==> config.mk <==
export PLATFORM = sky130hd
export DESIGN_NAME = log_index_append_read_compact
export DESIGN_NICKNAME = d
export VERILOG_FILES = /design/src/hw/rtl/liarc_pkg.sv /design/src/hw/rtl/log_index_append_read_compact.sv /design/src/hw/rtl/liarc_ctrl.sv /design/src/hw/rtl/liarc_dpath.sv
export SDC_FILE = /design/constraint.sdc
export NUM_CORES = 2
export LEC_CHECK = 0
export BUFFER_PORTS_ARGS = -buffer_cell sky130_fd_sc_hd__buf_2
export CAP_MARGIN = 20
export CORE_AREA = 2 2 560 562
export CTS_BUF_LIST = sky130_fd_sc_hd__clkbuf_4 sky130_fd_sc_hd__clkbuf_8
export DETAILED_ROUTE_END_ITERATION = 10
export DIE_AREA = 0 0 562 564
export PLACE_DENSITY_LB_ADDON = 0.08
export SYNTH_ARGS = -nofsm -noshare
export SYNTH_HDL_FRONTEND = slang
export SYNTH_SLANG_ARGS = --single-unit
export TNS_END_PERCENT = 100
==> constraint.sdc <==
create_clock -name clock -period 11.3 [get_ports clock]
set_input_delay 2.825 -clock clock [delete_from_list [all_inputs] [get_ports clock]]
set_output_delay 2.825 -clock clock [all_outputs]
set_load 0.02 [all_outputs]
==> src/hw/rtl/liarc_pkg.sv <==
// Shared types and codes for the log index block.
`default_nettype none
package liarc_pkg;
   typedef enum logic [2:0] {
      OP_APPEND  = 3'd0,
      OP_READ    = 3'd1,
      OP_COMPACT = 3'd2,
      OP_NOP     = 3'd3,
      OP_RELEASE = 3'd4
   } opcode_type;

   typedef enum logic [4:0] {
      ST_IDLE,
      ST_APP_SCAN,
      ST_APP_DONE,
      ST_RD_SCAN,
      ST_RD_SLOT,
      ST_RD_PICK,
      ST_RD_EMIT,
      ST_RD_DONE,
      ST_CP_ANCHOR,
      ST_CP_COUNT,
      ST_CP_RETIRE,
      ST_CP_TOMB,
      ST_CP_DONE,
      ST_SIMPLE
   } state_type;

   // which completion drives the result fields
   typedef enum logic [1:0] {
      SEL_SIMPLE  = 2'd0,
      SEL_APPEND  = 2'd1,
      SEL_READ    = 2'd2,
      SEL_COMPACT = 2'd3
   } rsp_sel_type;

   // commands from controller to datapath
   typedef struct packed {
      logic load_req;     // capture request
      logic clr_scan;     // zero scan index and accumulators
      logic step_scan;    // scan one table entry
      logic app_write;    // write appended entry / free slot
      logic rd_claim;     // claim result slot
      logic rd_pick_init; // start min-search pass
      logic rd_emit;      // emit chosen entry, mark emitted
      logic cp_set_anchor;
      logic cp_retire;    // retire scanned entry if superseded
      logic cp_tomb;      // retire best if tombstone
      logic rel_apply;
   } cmd_type;

   // status back to controller
   typedef struct packed {
      logic scan_end;     // current index is last entry
      logic found;        // scan located an entry
      logic more;         // read: unemitted matches remain
      logic fits;         // read: chosen entry fits slot
      logic slot_ok;      // read: free slot exists
      logic multi;        // compaction: more than one match
   } stat_type;
endpackage
`default_nettype wire

==> src/hw/rtl/log_index_append_read_compact.sv <==
// Top level of the write-ahead-log index block.
// Usage: drive req_* and raise start while busy is low; the request is taken
// on that edge and busy rises for the duration of the work. Results appear on
// rsp_* for exactly one cycle each, marked by rsp_strobe; rsp_last flags the
// final result of a request. The receiver cannot stall, so results are never
// held. Append scans the table for the first empty entry, one entry a cycle.
// Read makes a match pass and a slot check, then one minimum-search pass per
// copy descriptor plus a final one; a read with no match or no free slot
// ends after the slot check. Compaction makes up to three table passes, and
// no-op and release make none. All passes walk the single scan index of the
// datapath.
// Reset (synchronous) empties the table, frees every slot, sets the next
// sequence to one and the compaction cursor to zero; the block accepts
// requests right after it.
`default_nettype none
module log_index_append_read_compact #(
   parameter int ENTRIES = 32,
   parameter int SLOTS = 32,
   parameter int SLOT_BYTES = 1024,
   parameter int HEADER_BYTES = 8
) (
   input  wire logic        clock,
   input  wire logic        reset,
   input  wire logic        start,
   output logic             busy,
   input  wire logic [2:0]  req_opcode,
   input  wire logic [31:0] req_key_hash,
   input  wire logic [4:0]  req_buffer_slot,
   input  wire logic [10:0] req_record_length,
   input  wire logic        req_is_delete,
   output logic             rsp_strobe,
   output logic             rsp_kind,
   output logic             rsp_status,
   output logic [31:0]      rsp_sequence_res,
   output logic [4:0]       rsp_slot_out,
   output logic [10:0]      rsp_byte_offset,
   output logic [10:0]      rsp_byte_count,
   output logic [5:0]       rsp_entry_count,
   output logic             rsp_last
);
   import liarc_pkg::*;
   cmd_type cmd;
   stat_type stat;
   state_type state;
   logic err_short;
   logic [1:0] sel;

   liarc_ctrl u_ctrl (
      .clock, .reset, .start, .req_opcode, .stat, .cmd, .state, .busy,
      .rsp_strobe, .rsp_kind, .rsp_last, .rsp_err_short(err_short), .rsp_sel(sel)
   );

   liarc_dpath #(
      .ENTRIES(ENTRIES), .SLOTS(SLOTS), .SLOT_BYTES(SLOT_BYTES),
      .HEADER_BYTES(HEADER_BYTES)
   ) u_dpath (
      .clock, .reset, .req_opcode, .req_key_hash, .req_buffer_slot,
      .req_record_length, .req_is_delete, .cmd, .state,
      .rsp_kind_c(rsp_kind), .rsp_sel(sel), .stat,
      .out_status(rsp_status), .out_seq(rsp_sequence_res), .out_slot(rsp_slot_out),
      .out_off(rsp_byte_offset), .out_cnt(rsp_byte_count), .out_ec(rsp_entry_count)
   );

   logic unused_top;
   assign unused_top = err_short;

   a_copy_not_last: assert property (@(posedge clock) disable iff (reset)
      rsp_strobe && rsp_kind |-> !rsp_last)
      else $error("copy descriptor marked last");
   a_busy_on_start: assert property (@(posedge clock) disable iff (reset)
      start && !busy |=> busy)
      else $error("request taken but block not busy");
   a_last_idle: assert property (@(posedge clock) disable iff (reset)
      rsp_strobe && rsp_last |=> !busy)
      else $error("still busy after final result");
endmodule
`default_nettype wire

==> src/hw/rtl/liarc_ctrl.sv <==
// Controller state machine for the log index block.
`default_nettype none
module liarc_ctrl (
   input  wire logic                clock,
   input  wire logic                reset,
   input  wire logic                start,
   input  wire logic [2:0]          req_opcode,
   input  wire liarc_pkg::stat_type stat,
   output liarc_pkg::cmd_type       cmd,
   output liarc_pkg::state_type     state,
   output logic                     busy,
   output logic                     rsp_strobe,
   output logic                     rsp_kind,
   output logic                     rsp_last,
   output logic                     rsp_err_short,
   output logic [1:0]               rsp_sel
);
   import liarc_pkg::*;
   state_type state_ff, state_in;
   assign state = state_ff;

   always_ff @(posedge clock) begin
      if (reset) state_ff <= ST_IDLE;
      else       state_ff <= state_in;
   end

   always_comb begin
      state_in = state_ff;
      cmd = '0;
      busy = (state_ff != ST_IDLE);
      rsp_strobe = 1'b0;
      rsp_kind = 1'b0;
      rsp_last = 1'b1;
      rsp_err_short = 1'b0;
      rsp_sel = SEL_SIMPLE;
      unique case (state_ff)
         ST_IDLE: begin
            if (start) begin
               cmd.load_req = 1'b1;
               cmd.clr_scan = 1'b1;
               case (req_opcode)
                  OP_APPEND:  state_in = ST_APP_SCAN;
                  OP_READ:    state_in = ST_RD_SCAN;
                  OP_COMPACT: state_in = ST_CP_ANCHOR;
                  default:    state_in = ST_SIMPLE;
               endcase
            end
         end
         ST_APP_SCAN: begin
            // hold the index on the empty entry so the write lands there
            if (stat.found || stat.scan_end) state_in = ST_APP_DONE;
            else cmd.step_scan = 1'b1;
         end
         ST_APP_DONE: begin
            cmd.app_write = 1'b1;
            rsp_strobe = 1'b1;
            rsp_sel = SEL_APPEND;
            state_in = ST_IDLE;
         end
         ST_RD_SCAN: begin
            cmd.step_scan = 1'b1;
            if (stat.scan_end) state_in = ST_RD_SLOT;
         end
         ST_RD_SLOT: begin
            if (!stat.more || !stat.slot_ok) begin
               rsp_strobe = 1'b1;
               rsp_sel = SEL_READ;
               state_in = ST_IDLE;
            end else begin
               cmd.rd_claim = 1'b1;
               cmd.rd_pick_init = 1'b1;
               state_in = ST_RD_PICK;
            end
         end
         ST_RD_PICK: begin
            cmd.step_scan = 1'b1;
            if (stat.scan_end) state_in = ST_RD_EMIT;
         end
         ST_RD_EMIT: begin
            if (stat.more && stat.fits) begin
               cmd.rd_emit = 1'b1;
               cmd.rd_pick_init = 1'b1;
               rsp_strobe = 1'b1;
               rsp_kind = 1'b1;
               rsp_last = 1'b0;
               state_in = ST_RD_PICK;
            end else begin
               state_in = ST_RD_DONE;
            end
         end
         ST_RD_DONE: begin
            rsp_strobe = 1'b1;
            rsp_sel = SEL_READ;
            state_in = ST_IDLE;
         end
         ST_CP_ANCHOR: begin
            cmd.step_scan = 1'b1;
            if (stat.found) begin
               cmd.cp_set_anchor = 1'b1;
               state_in = ST_CP_COUNT;
            end else if (stat.scan_end) begin
               state_in = ST_CP_DONE;
            end
         end
         ST_CP_COUNT: begin
            cmd.step_scan = 1'b1;
            if (stat.scan_end) state_in = ST_CP_RETIRE;
         end
         ST_CP_RETIRE: begin
            if (!stat.multi) begin
               state_in = ST_CP_DONE;
            end else begin
               cmd.step_scan = 1'b1;
               cmd.cp_retire = 1'b1;
               if (stat.scan_end) state_in = ST_CP_TOMB;
            end
         end
         ST_CP_TOMB: begin
            cmd.cp_tomb = 1'b1;
            state_in = ST_CP_DONE;
         end
         ST_CP_DONE: begin
            rsp_strobe = 1'b1;
            rsp_sel = SEL_COMPACT;
            state_in = ST_IDLE;
         end
         ST_SIMPLE: begin
            cmd.rel_apply = 1'b1;
            rsp_strobe = 1'b1;
            state_in = ST_IDLE;
         end
         default: state_in = ST_IDLE;
      endcase
   end
endmodule
`default_nettype wire

==> src/hw/rtl/liarc_dpath.sv <==
// Datapath for the log index block: entry table, slot flags, scan logic.
`default_nettype none
module liarc_dpath #(
   parameter int ENTRIES = 32,
   parameter int SLOTS = 32,
   parameter int SLOT_BYTES = 1024,
   parameter int HEADER_BYTES = 8
) (
   input  wire logic                 clock,
   input  wire logic                 reset,
   input  wire logic [2:0]           req_opcode,
   input  wire logic [31:0]          req_key_hash,
   input  wire logic [4:0]           req_buffer_slot,
   input  wire logic [10:0]          req_record_length,
   input  wire logic                 req_is_delete,
   input  wire liarc_pkg::cmd_type   cmd,
   input  wire liarc_pkg::state_type state,
   input  wire logic                 rsp_kind_c,
   input  wire logic [1:0]           rsp_sel,
   output liarc_pkg::stat_type       stat,
   output logic                      out_status,
   output logic [31:0]               out_seq,
   output logic [4:0]                out_slot,
   output logic [10:0]               out_off,
   output logic [10:0]               out_cnt,
   output logic [5:0]                out_ec
);
   import liarc_pkg::*;
   localparam int IW = (ENTRIES > 1) ? $clog2(ENTRIES) : 1;
   localparam int SW = (SLOTS > 1) ? $clog2(SLOTS) : 1;
   localparam int PW = $clog2(SLOT_BYTES + 2048);

   logic [31:0] seq_ff [ENTRIES];
   logic [31:0] key_ff [ENTRIES];
   logic [4:0]  eslot_ff [ENTRIES];
   logic [10:0] len_ff [ENTRIES];
   logic [ENTRIES-1:0] tomb_ff, comp_ff, match_ff, done_ff;
   logic [SLOTS-1:0] free_ff;
   logic [31:0] nseq_ff;
   logic [IW-1:0] cur_ff, idx_ff, anchor_ff, best_ff, pick_ff;
   logic pick_ok_ff, found_ff, short_ff;
   logic [2:0] op_ff;
   logic [31:0] rkey_ff, bestseq_ff, aseq_ff;
   logic [4:0] rslot_ff;
   logic [10:0] rlen_ff;
   logic rdel_ff;
   logic [5:0] count_ff, got_ff;
   logic [PW-1:0] pos_ff;
   logic [SW-1:0] rs_ff;
   logic rs_err_ff;

   // current scan entry (cursor-relative for compaction anchor)
   logic [IW:0] csum;
   logic [IW-1:0] ci;
   logic live_c, hit_c, scan_end;
   always_comb begin
      csum = {1'b0, cur_ff} + {1'b0, idx_ff};
      if (csum >= (IW+1)'(ENTRIES)) csum = csum - (IW+1)'(ENTRIES);
      ci = (state == ST_CP_ANCHOR) ? csum[IW-1:0] : idx_ff;
      live_c = (seq_ff[ci] != 32'd0) && !comp_ff[ci];
      hit_c = live_c && (key_ff[ci] == rkey_ff);
      scan_end = (idx_ff == IW'(ENTRIES - 1));
   end

   logic [SW:0] fs;
   logic [PW-1:0] newpos;
   always_comb begin
      fs = (SW+1)'(SLOTS);
      for (int s = SLOTS - 1; s >= 0; s--) if (free_ff[s]) fs = (SW+1)'(s);
      newpos = pos_ff + PW'(len_ff[pick_ff]);
   end

   always_comb begin
      stat.scan_end = scan_end;
      stat.found = (state == ST_APP_SCAN) ? (seq_ff[idx_ff] == 32'd0) : live_c;
      stat.more = (state == ST_RD_SLOT) ? (count_ff != 6'd0) : pick_ok_ff;
      stat.fits = (newpos <= PW'(SLOT_BYTES));
      stat.slot_ok = (fs < (SW+1)'(SLOTS));
      stat.multi = (count_ff > 6'd1);
   end

   always_ff @(posedge clock) begin
      if (reset) begin
         for (int i = 0; i < ENTRIES; i++) seq_ff[i] <= '0;
         tomb_ff <= '0;
         comp_ff <= '0;
         free_ff <= '1;
         nseq_ff <= 32'd1;
         cur_ff <= '0;
      end else begin
         if (cmd.load_req) begin
            op_ff <= req_opcode;
            rkey_ff <= req_key_hash;
            rslot_ff <= req_buffer_slot;
            rlen_ff <= req_record_length;
            rdel_ff <= req_is_delete;
            short_ff <= (req_record_length < 11'(HEADER_BYTES));
         end
         if (cmd.clr_scan) begin
            idx_ff <= '0;
            found_ff <= 1'b0;
            count_ff <= '0;
            got_ff <= '0;
            bestseq_ff <= '0;
            best_ff <= '0;
            pos_ff <= '0;
            match_ff <= '0;
            done_ff <= '0;
            rs_err_ff <= 1'b0;
         end
         if (cmd.step_scan) idx_ff <= scan_end ? '0 : idx_ff + 1'b1;
         // append scan: stop at first empty
         if (state == ST_APP_SCAN && seq_ff[idx_ff] == 32'd0) found_ff <= 1'b1;
         if (state == ST_APP_SCAN && short_ff) found_ff <= 1'b0;
         if (cmd.app_write && !short_ff) begin
            aseq_ff <= nseq_ff;
            nseq_ff <= (nseq_ff == 32'hFFFF_FFFF) ? 32'd1 : nseq_ff + 1'b1;
            if (found_ff) begin
               seq_ff[idx_ff] <= nseq_ff;
               key_ff[idx_ff] <= rkey_ff;
               eslot_ff[idx_ff] <= rslot_ff;
               len_ff[idx_ff] <= rlen_ff;
               tomb_ff[idx_ff] <= rdel_ff;
               comp_ff[idx_ff] <= 1'b0;
            end else if (32'(rslot_ff) < 32'(SLOTS)) begin
               free_ff[SW'(rslot_ff)] <= 1'b1;
            end
         end
         // read match scan; also track highest sequence
         if (state == ST_RD_SCAN && hit_c) begin
            match_ff[idx_ff] <= 1'b1;
            count_ff <= count_ff + 1'b1;
            if (seq_ff[idx_ff] >= bestseq_ff) bestseq_ff <= seq_ff[idx_ff];
         end
         if (state == ST_RD_SLOT && count_ff != 6'd0) begin
            if (stat.slot_ok) rs_ff <= fs[SW-1:0];
            else rs_err_ff <= 1'b1;
         end
         if (cmd.rd_claim) free_ff[fs[SW-1:0]] <= 1'b0;
         if (cmd.rd_pick_init) pick_ok_ff <= 1'b0;
         // min-search: lowest sequence, ties by lowest index
         if (state == ST_RD_PICK && match_ff[idx_ff] && !done_ff[idx_ff]) begin
            if (!pick_ok_ff || seq_ff[idx_ff] < seq_ff[pick_ff]) begin
               pick_ok_ff <= 1'b1;
               pick_ff <= idx_ff;
            end
         end
         if (cmd.rd_emit) begin
            done_ff[pick_ff] <= 1'b1;
            pos_ff <= newpos;
         end
         // compaction
         if (cmd.cp_set_anchor) begin
            anchor_ff <= ci;
            rkey_ff <= key_ff[ci];
            cur_ff <= (ci == IW'(ENTRIES - 1)) ? '0 : ci + 1'b1;
            idx_ff <= '0;
         end
         if (state == ST_CP_ANCHOR && !live_c && scan_end) cur_ff <= '0;
         if (state == ST_CP_COUNT && hit_c) begin
            count_ff <= count_ff + 1'b1;
            if (seq_ff[idx_ff] > bestseq_ff) begin
               bestseq_ff <= seq_ff[idx_ff];
               best_ff <= idx_ff;
            end
         end
         if (cmd.cp_retire && hit_c && idx_ff != best_ff) begin
            if (32'(eslot_ff[idx_ff]) < 32'(SLOTS)) free_ff[SW'(eslot_ff[idx_ff])] <= 1'b1;
            comp_ff[idx_ff] <= 1'b1;
            tomb_ff[idx_ff] <= 1'b0;
            seq_ff[idx_ff] <= '0;
            got_ff <= got_ff + 1'b1;
         end
         if (cmd.cp_tomb && tomb_ff[best_ff]) begin
            if (32'(eslot_ff[best_ff]) < 32'(SLOTS)) free_ff[SW'(eslot_ff[best_ff])] <= 1'b1;
            comp_ff[best_ff] <= 1'b1;
            tomb_ff[best_ff] <= 1'b0;
            seq_ff[best_ff] <= '0;
            got_ff <= got_ff + 1'b1;
         end
         if (cmd.rel_apply && op_ff == OP_RELEASE && 32'(rslot_ff) < 32'(SLOTS))
            free_ff[SW'(rslot_ff)] <= 1'b1;
      end
   end

   // result fields
   logic rd_err;
   always_comb begin
      rd_err = (count_ff != 6'd0) && !stat.slot_ok;
      out_status = 1'b0;
      out_seq = '0;
      out_slot = '0;
      out_off = '0;
      out_cnt = '0;
      out_ec = '0;
      if (rsp_kind_c) begin
         out_seq = seq_ff[pick_ff];
         out_slot = eslot_ff[pick_ff];
         out_off = pos_ff[10:0];
         out_cnt = len_ff[pick_ff];
      end else begin
         case (rsp_sel)
            SEL_APPEND: begin
               out_status = short_ff;
               out_seq = short_ff ? 32'd0 : nseq_ff;
            end
            SEL_READ: begin
               if (state == ST_RD_SLOT) begin
                  out_status = rd_err;
               end else begin
                  out_seq = bestseq_ff;
                  out_slot = 5'(rs_ff);
                  out_cnt = pos_ff[10:0];
                  out_ec = count_ff;
               end
            end
            SEL_COMPACT: out_ec = got_ff;
            default: out_status = (op_ff == OP_RELEASE) && (32'(rslot_ff) >= 32'(SLOTS));
         endcase
      end
   end
   logic unused;
   assign unused = ^{aseq_ff, anchor_ff, found_ff, rs_err_ff};
endmodule
`default_nettype wire

After elaboration in Yosys (flattened, before gate mapping)
Memories as Yosys holds them, arrays and structs flattened. A register that Yosys moved wholly into a read port is not among the register bits.
Index checks and enable logic that the tools add are counted.
Widths: inputs -> output; s select.
- output and inout port bits: 70
- input port bits: 55
- logic and storage cells: 364
- RAM bits: 2560
- register bits after elaboration: 333
- memories kept: 4
- equality and inequality tests: 31
- multiplexer cells: 195
- bitwise gates (word level): 17
- reductions and logical operators: 62
- $lt $le $gt $ge: 23
- add/sub/neg operators: 8
- memory list (memory ; depth ; width ; rd ports ; clocked after memory_dff ; wr ports ; RTL line ; RTL):
    u_dpath.key_ff ; 32 ; 32 ; 1 ; 0 ; 1 ; liarc_dpath.sv:34 ; logic [31:0] key_ff [ENTRIES];
    u_dpath.seq_ff ; 32 ; 32 ; 3 ; 2 ; 32 ; liarc_dpath.sv:33 ; logic [31:0] seq_ff [ENTRIES];
    u_dpath.len_ff ; 32 ; 11 ; 1 ; 1 ; 1 ; liarc_dpath.sv:36 ; logic [10:0] len_ff [ENTRIES];
    u_dpath.eslot_ff ; 32 ; 5 ; 3 ; 3 ; 1 ; liarc_dpath.sv:35 ; logic [4:0] eslot_ff [ENTRIES];
- operators with widths (operator ; number):
    $mux 32 ; 42
    $or 32x32->32 ; 8
    $mux 6 ; 39
    $mux 5 ; 31
    $and 32x32->32 ; 4
    $not 32->32 ; 3
    $pmux 32 s2 ; 1
    $reduce_or 32->1 ; 2
    $pmux 5 s10 ; 1
    $mux 1 ; 49
    $lt 5x6->1 const B ; 8
    $mux 11 ; 4
    $demux 1 s5 ; 7
    $ge 5x1->1 const B ; 7
    $add 32x1->32 const B ; 1
    $bwmux 32 ; 1
    $eq 32x32->1 ; 1
    $eq 32x32->1 const B ; 1
    $ge 32x32->1 ; 1
    $gt 32x32->1 ; 1
    $logic_not 32->1 ; 1
    $lt 32x32->1 ; 1
    $reduce_bool 32->1 ; 1
    $eq 5x4->1 const B ; 6
    other kinds (49) ; 115

Logic depth before layout (Yosys ltp)
- word-level depth: 48
- gate-level depth with buffers: 25
- depth with buffers taken out: 19

By module
From an unflattened synthesis, not the netlist that was laid out.
- cells, all modules: 9926
- area, all modules: 136275.7 um^2
- by module, submodules not included (module ; instances ; cells an instance ; seq. area each (um^2) ; area each (um^2)):
    liarc_dpath ; 1 ; 9828 ; 75442.4 ; 135640.1
    liarc_ctrl ; 1 ; 98 ; 80.1 ; 635.6

Least setup slack after synthesis
No wires, ideal clock.
- kind: register to output
- start point: register with a tool-made name
- end point: output rsp_byte_count[8]
- setup slack: 1.912 ns
- data arrival time: 6.563 ns
- stages on the path, launching flop included: 25
- path buffers: 6
- required time: 8.475 ns
- path through: dfxtp_1 clkbuf_1 clkbuf_1 clkbuf_1 clkbuf_1 mux4_2 mux4_2 mux2i_1 inv_1 ha_1 a21o_1 a21oi_1 o21ai_0 a21oi_1 o21ai_0 a311o_1 xor2_1 nor4bb_1 o21ai_0 or3_1 inv_1 clkbuf_1 buf_1 nand2_1 o21ai_0
- RTL lines (what ; RTL line ; RTL):
    to (decl) ; log_index_append_read_compact.sv:37 ; output logic [10:0] rsp_byte_count,

==> results by stage <==
Status:
- The flow ran to the end, and the final reports show no timing, DRC or antenna violations.

Logic synthesis:
- The sequential-to-total area share from yosys stat is 0.616.
- The number of enable-type register cells in the synthesized netlist is 2755.
- After synthesis the netlist holds a flip-flop and latch count of 2907.
- The most common cell in the synthesized netlist is edfxtp_1.
- Of the post-synthesis cell area, the dominant cell type holds 0.594.
- During synthesis, Yosys emitted a total of 0 warnings.
- Counting every instance in the synthesized netlist gives 9895.
- The synthesized design spends more area on one cell type than any other, namely edfxtp_1.
- The number of nets in the synthesized netlist is 10000.
- The most used flip-flop cell after synthesis is edfxtp_1.
- Sorting the synthesized cells by area gives the leading types as edfxtp_1 (59%), mux4_2 (15%), nor2_1 (3.7%), nand2_1 (2.6%), dfxtp_1 (2.2%).
- The netlist uses 90 different library cells.
- The synthesized area divided by synthesized cell count is 14.1 um2.
- The async set or reset register ratio after synthesis is 0.
- By count the netlist is led by edfxtp_1 (2755), nor2_1 (1364), nand2_1 (962), mux4_2 (950), clkbuf_1 (594).
- The synthesized cell area is 139000 um2.

Worst setup path:
- The critical path data arrival time is 8000 ps.
- The start-to-end type of the worst setup path is flop to output port.
- STA classifies the critical path startpoint as a flop.
- The type of element capturing the critical path is an output port.
- In this run the worst path has a maximum fanout of 44.
- The worst path required time is 8480 ps.

Floorplanning:
- The initial utilization of the core area, before any placement, comes to 0.448.
- In this run the core area contains 205 standard-cell rows.
- The I/O pin count is 125.
- In this run the horizontal extent of the chip is 562 um.
- The die covers 317000 um2.
- The floorplan die height is 564 um.
- The area of the core is 311000 um2.

Route:
- The pre-antenna-repair detailed-routing pass consisted of 7 iterations.
- After detailed routing, the average wire length per cell comes to 37.2 um.
- After detailed routing, the number of vias per cell comes to 6.65.
- The initial DRC count is 14600.
- Detailed routing inserted a total of 97100 vias.
- The aggregate routed wire length is 543 mm.
- After detailed routing, the number of remaining DRC violations is 0.
- The count of nets left with antenna violations once routing finished came out at 0.

Pwr:
- Of the total power, the clock network draws 0.277.
- The power density over the cells is 227 nW/um2.
- The analysis attributes to cell leakage a power of 0.0497 uW.
- The overall power of the completed layout is 35300 uW.
- Of the total power, the share spent switching nets is 0.379.
- The total internal power is 22000 uW.
- The fraction of power consumed by sequential logic is 0.378.
- The combinational cell fraction of total power is 0.345.
- For this design the total switching power over the nets is 13400 uW.
- The worst ir drop on vdd is 0.253 mV.

Clocking:
- After clock tree synthesis, the clock-pin slew on the worst setup and hold paths is 50 ps.
- The number of clock sinks is 2907.
- The total clock buffers created by CTS is 523.
- The number of buffers added to fix hold violations after cts is 0.
- TritonCTS built the clock tree.
- The later-pin clock latency in the skew report is 1240 ps.
- The tree is rooted in a clkbuf_8.
- The clock passes through at most 4 buffers.
- CTS built an H-tree with a depth of 6.

STA:
- Setup violations remaining at the end of the flow were counted as 0.
- The final critical delay including setup and external delays is 10830 ps.
- The max-slew headroom at the worst pin is 0.0188.
- The worst setup skew after layout is 138 ps.
- The pin slew with the least headroom to its limit is 1430 ps.
- The final number of max-transition violations is 0.
- In the post-route analysis, the smallest setup slack over all paths is 475 ps.
- In the finished design, the share of the clock period the worst path needs comes to 0.958.
- Setup total negative slack on the finished layout was measured at 0 ps.
- Derived from the worst setup path, the maximum achievable clock frequency is 92.4 MHz.
- Setup repair after global routing left no endpoint under its margin.
- The number of failing hold endpoints at the final stage is 0.

Global routing:
- For this run the aggregate overflow at the end of global routing stands at 0.
- The first global-routing pass estimated 745 mm of wire.
- The initial antenna violation count was 33.
- Across every metal layer, demand over resource in global routing totals 0.337.
- The via count of the first global-routing pass is 93300.
- The maximum number of pins on one net before global-route repair is 140.

Place:
- The final weighted congestion of routability-driven global placement is 0.957.
- The number of buffers added on ports is 124.
- Prior to clock tree synthesis, the placed netlist has a worst setup slack of 270 ps.
- The half-perimeter wire length of the detailed placement result is 343 mm.

Job:
- The number of max-capacitance violations reported is 0.

Cells and area:
- At the end of the flow the core is filled with cells to 0.501.
- The synthesis-to-layout area growth is 11.7%.
- The final layout contains 10200 nets.
- The filler cells instantiated in the layout total 26700.
- In the final layout, the share of cells above drive strength 1 is 0.245.

Hold path:
- The path type of the worst min-delay path is flop to flop.
-- sequential cells by signal, indices dropped and copies added (netlist names), 11 cells and up, named ones only --
register	flops
u_dpath.done_ff	32
u_dpath.rlen_ff	11
u_dpath.eslot_ff	160
u_dpath.tomb_ff	32
u_dpath.free_ff	32
u_dpath.bestseq_ff	32
u_dpath.rkey_ff	32
u_dpath.pos_ff	12
u_dpath.nseq_ff	32
u_dpath.key_ff	1024
u_dpath.len_ff	352
u_dpath.seq_ff	1024
u_dpath.comp_ff	32
u_dpath.match_ff	32
-- per-layer routing --
layer,track usage,part of all wire,vias up
met2,0.500,0.44,6483
met3,0.101,0.12,1088
met5,0.00402,0.00059,-
li1,-,-,39000
met1,0.467,0.40,50500
met4,0.125,0.040,22
-- kinds of logic after synthesis --
logic type	Yosys count	share of synthesized area
other	1	0.0000269
buffers and inverters	908	0.0256
XOR/XNOR	86	0.00541
AO/OA/AOI/OAI	1018	0.0477
AND/OR/NAND/NOR	3541	0.115
adder cells (fa/ha/maj)	95	0.00864
flip-flops	2907	0.616
multiplexers	1339	0.183
-- placed cells by master, fill, tap and decap left out, types with 47 or more instances in the layout --
master / n
nor2_1: 1321
or2_2: 132
a31oi_1: 90
inv_1: 84
clkinv_1: 127
mux4_2: 950
clkbuf_8: 536
and3_1: 57
xnor2_1: 47
or3_1: 56
nand2_1: 953
a22oi_1: 53
mux2i_1: 289
nor3_1: 68
nand4_1: 129
o21ai_0: 256
buf_4: 269
a21oi_1: 229
ha_1: 93
nand3_1: 318
clkbuf_4: 165
dfxtp_1: 140
buf_2: 132
nor4_1: 258
mux2_2: 65
a32oi_1: 117
edfxtp_1: 2755
-- power by group through the flow --
stage | combinational, uW | clock (uW) | sequential (uW)
2_1_floorplan | 7320 | 0 | 13200
3_3_place_gp | 11700 | 0 | 13600
3_5_place_dp | 11800 | 0 | 13600
4_1_cts | 11900 | 9880 | 13400
5_1_grt | 12700 | 10300 | 13400
6_report | 12200 | 9780 | 13400
-- repair_timing --
action / CTS / global route
gates resized for setup: 2 / 3
cloned: 2 / 0
setup endpoints to repair: 61 / 59
pin swaps: 1 / 0
buffers inserted: 2 / 0
-- final timing paths --
check | start | to | slack [ps] | cells past startpoint
worst min register to register | u_dpath.comp_ff[30] | u_dpath.comp_ff[30] | 500 | 2
worst max register to register | u_ctrl.state[2] | u_dpath.count_ff[4] | 2540 | 15
worst min-delay path | u_dpath.comp_ff[30] | u_dpath.comp_ff[30] | 500 | 2
worst max-delay path | flop | rsp_sequence_res[1] | 470 | 21
-- critical path, cell delays in order (launching register included) --
cell and delay (ps):
dfxtp_4 630, mux4_2 570, mux4_2 460, mux2i_1 550
inv_1 100, ha_1 290, a21o_1 160, a21oi_1 200
o21ai_0 100, a21oi_1 230, o21ai_0 190, a311o_1 420
xor2_1 170, nor4bb_1 90, o21ai_2 450, buf_4 370
or3_4 590, inv_4 240, buf_6 280, or3_1 370
o21ai_0 100, buf_2 210
-- layout make-up --
cell class              count  area, um2  area share
repair buffers            438       3450      0.0221
diodes                     13       32.5    0.000209
clock buffers             700       8610      0.0553
well taps                4140       5180      0.0333
clock inverters           219       1390     0.00892
multi-input cells        6082      50800       0.326
flip-flops and latches   2907      85800       0.551
inverters                  90        357     0.00229
-- through the flow --
| stage | hold WS [ps] | cell area [um2] | instances |
|---|---|---|---|
| after floorplan | 455 | 139000 | 9895 |
| after global routing | 526 | 156000 | 14600 |
| final | 504 | 156000 | 14600 |
| after CTS | 500 | 155000 | 14600 |
| after detailed placement | 491 | 145000 | 13600 |
| after global placement | 486 | 145000 | 13600 |
(Power assumes the default switching activity.)
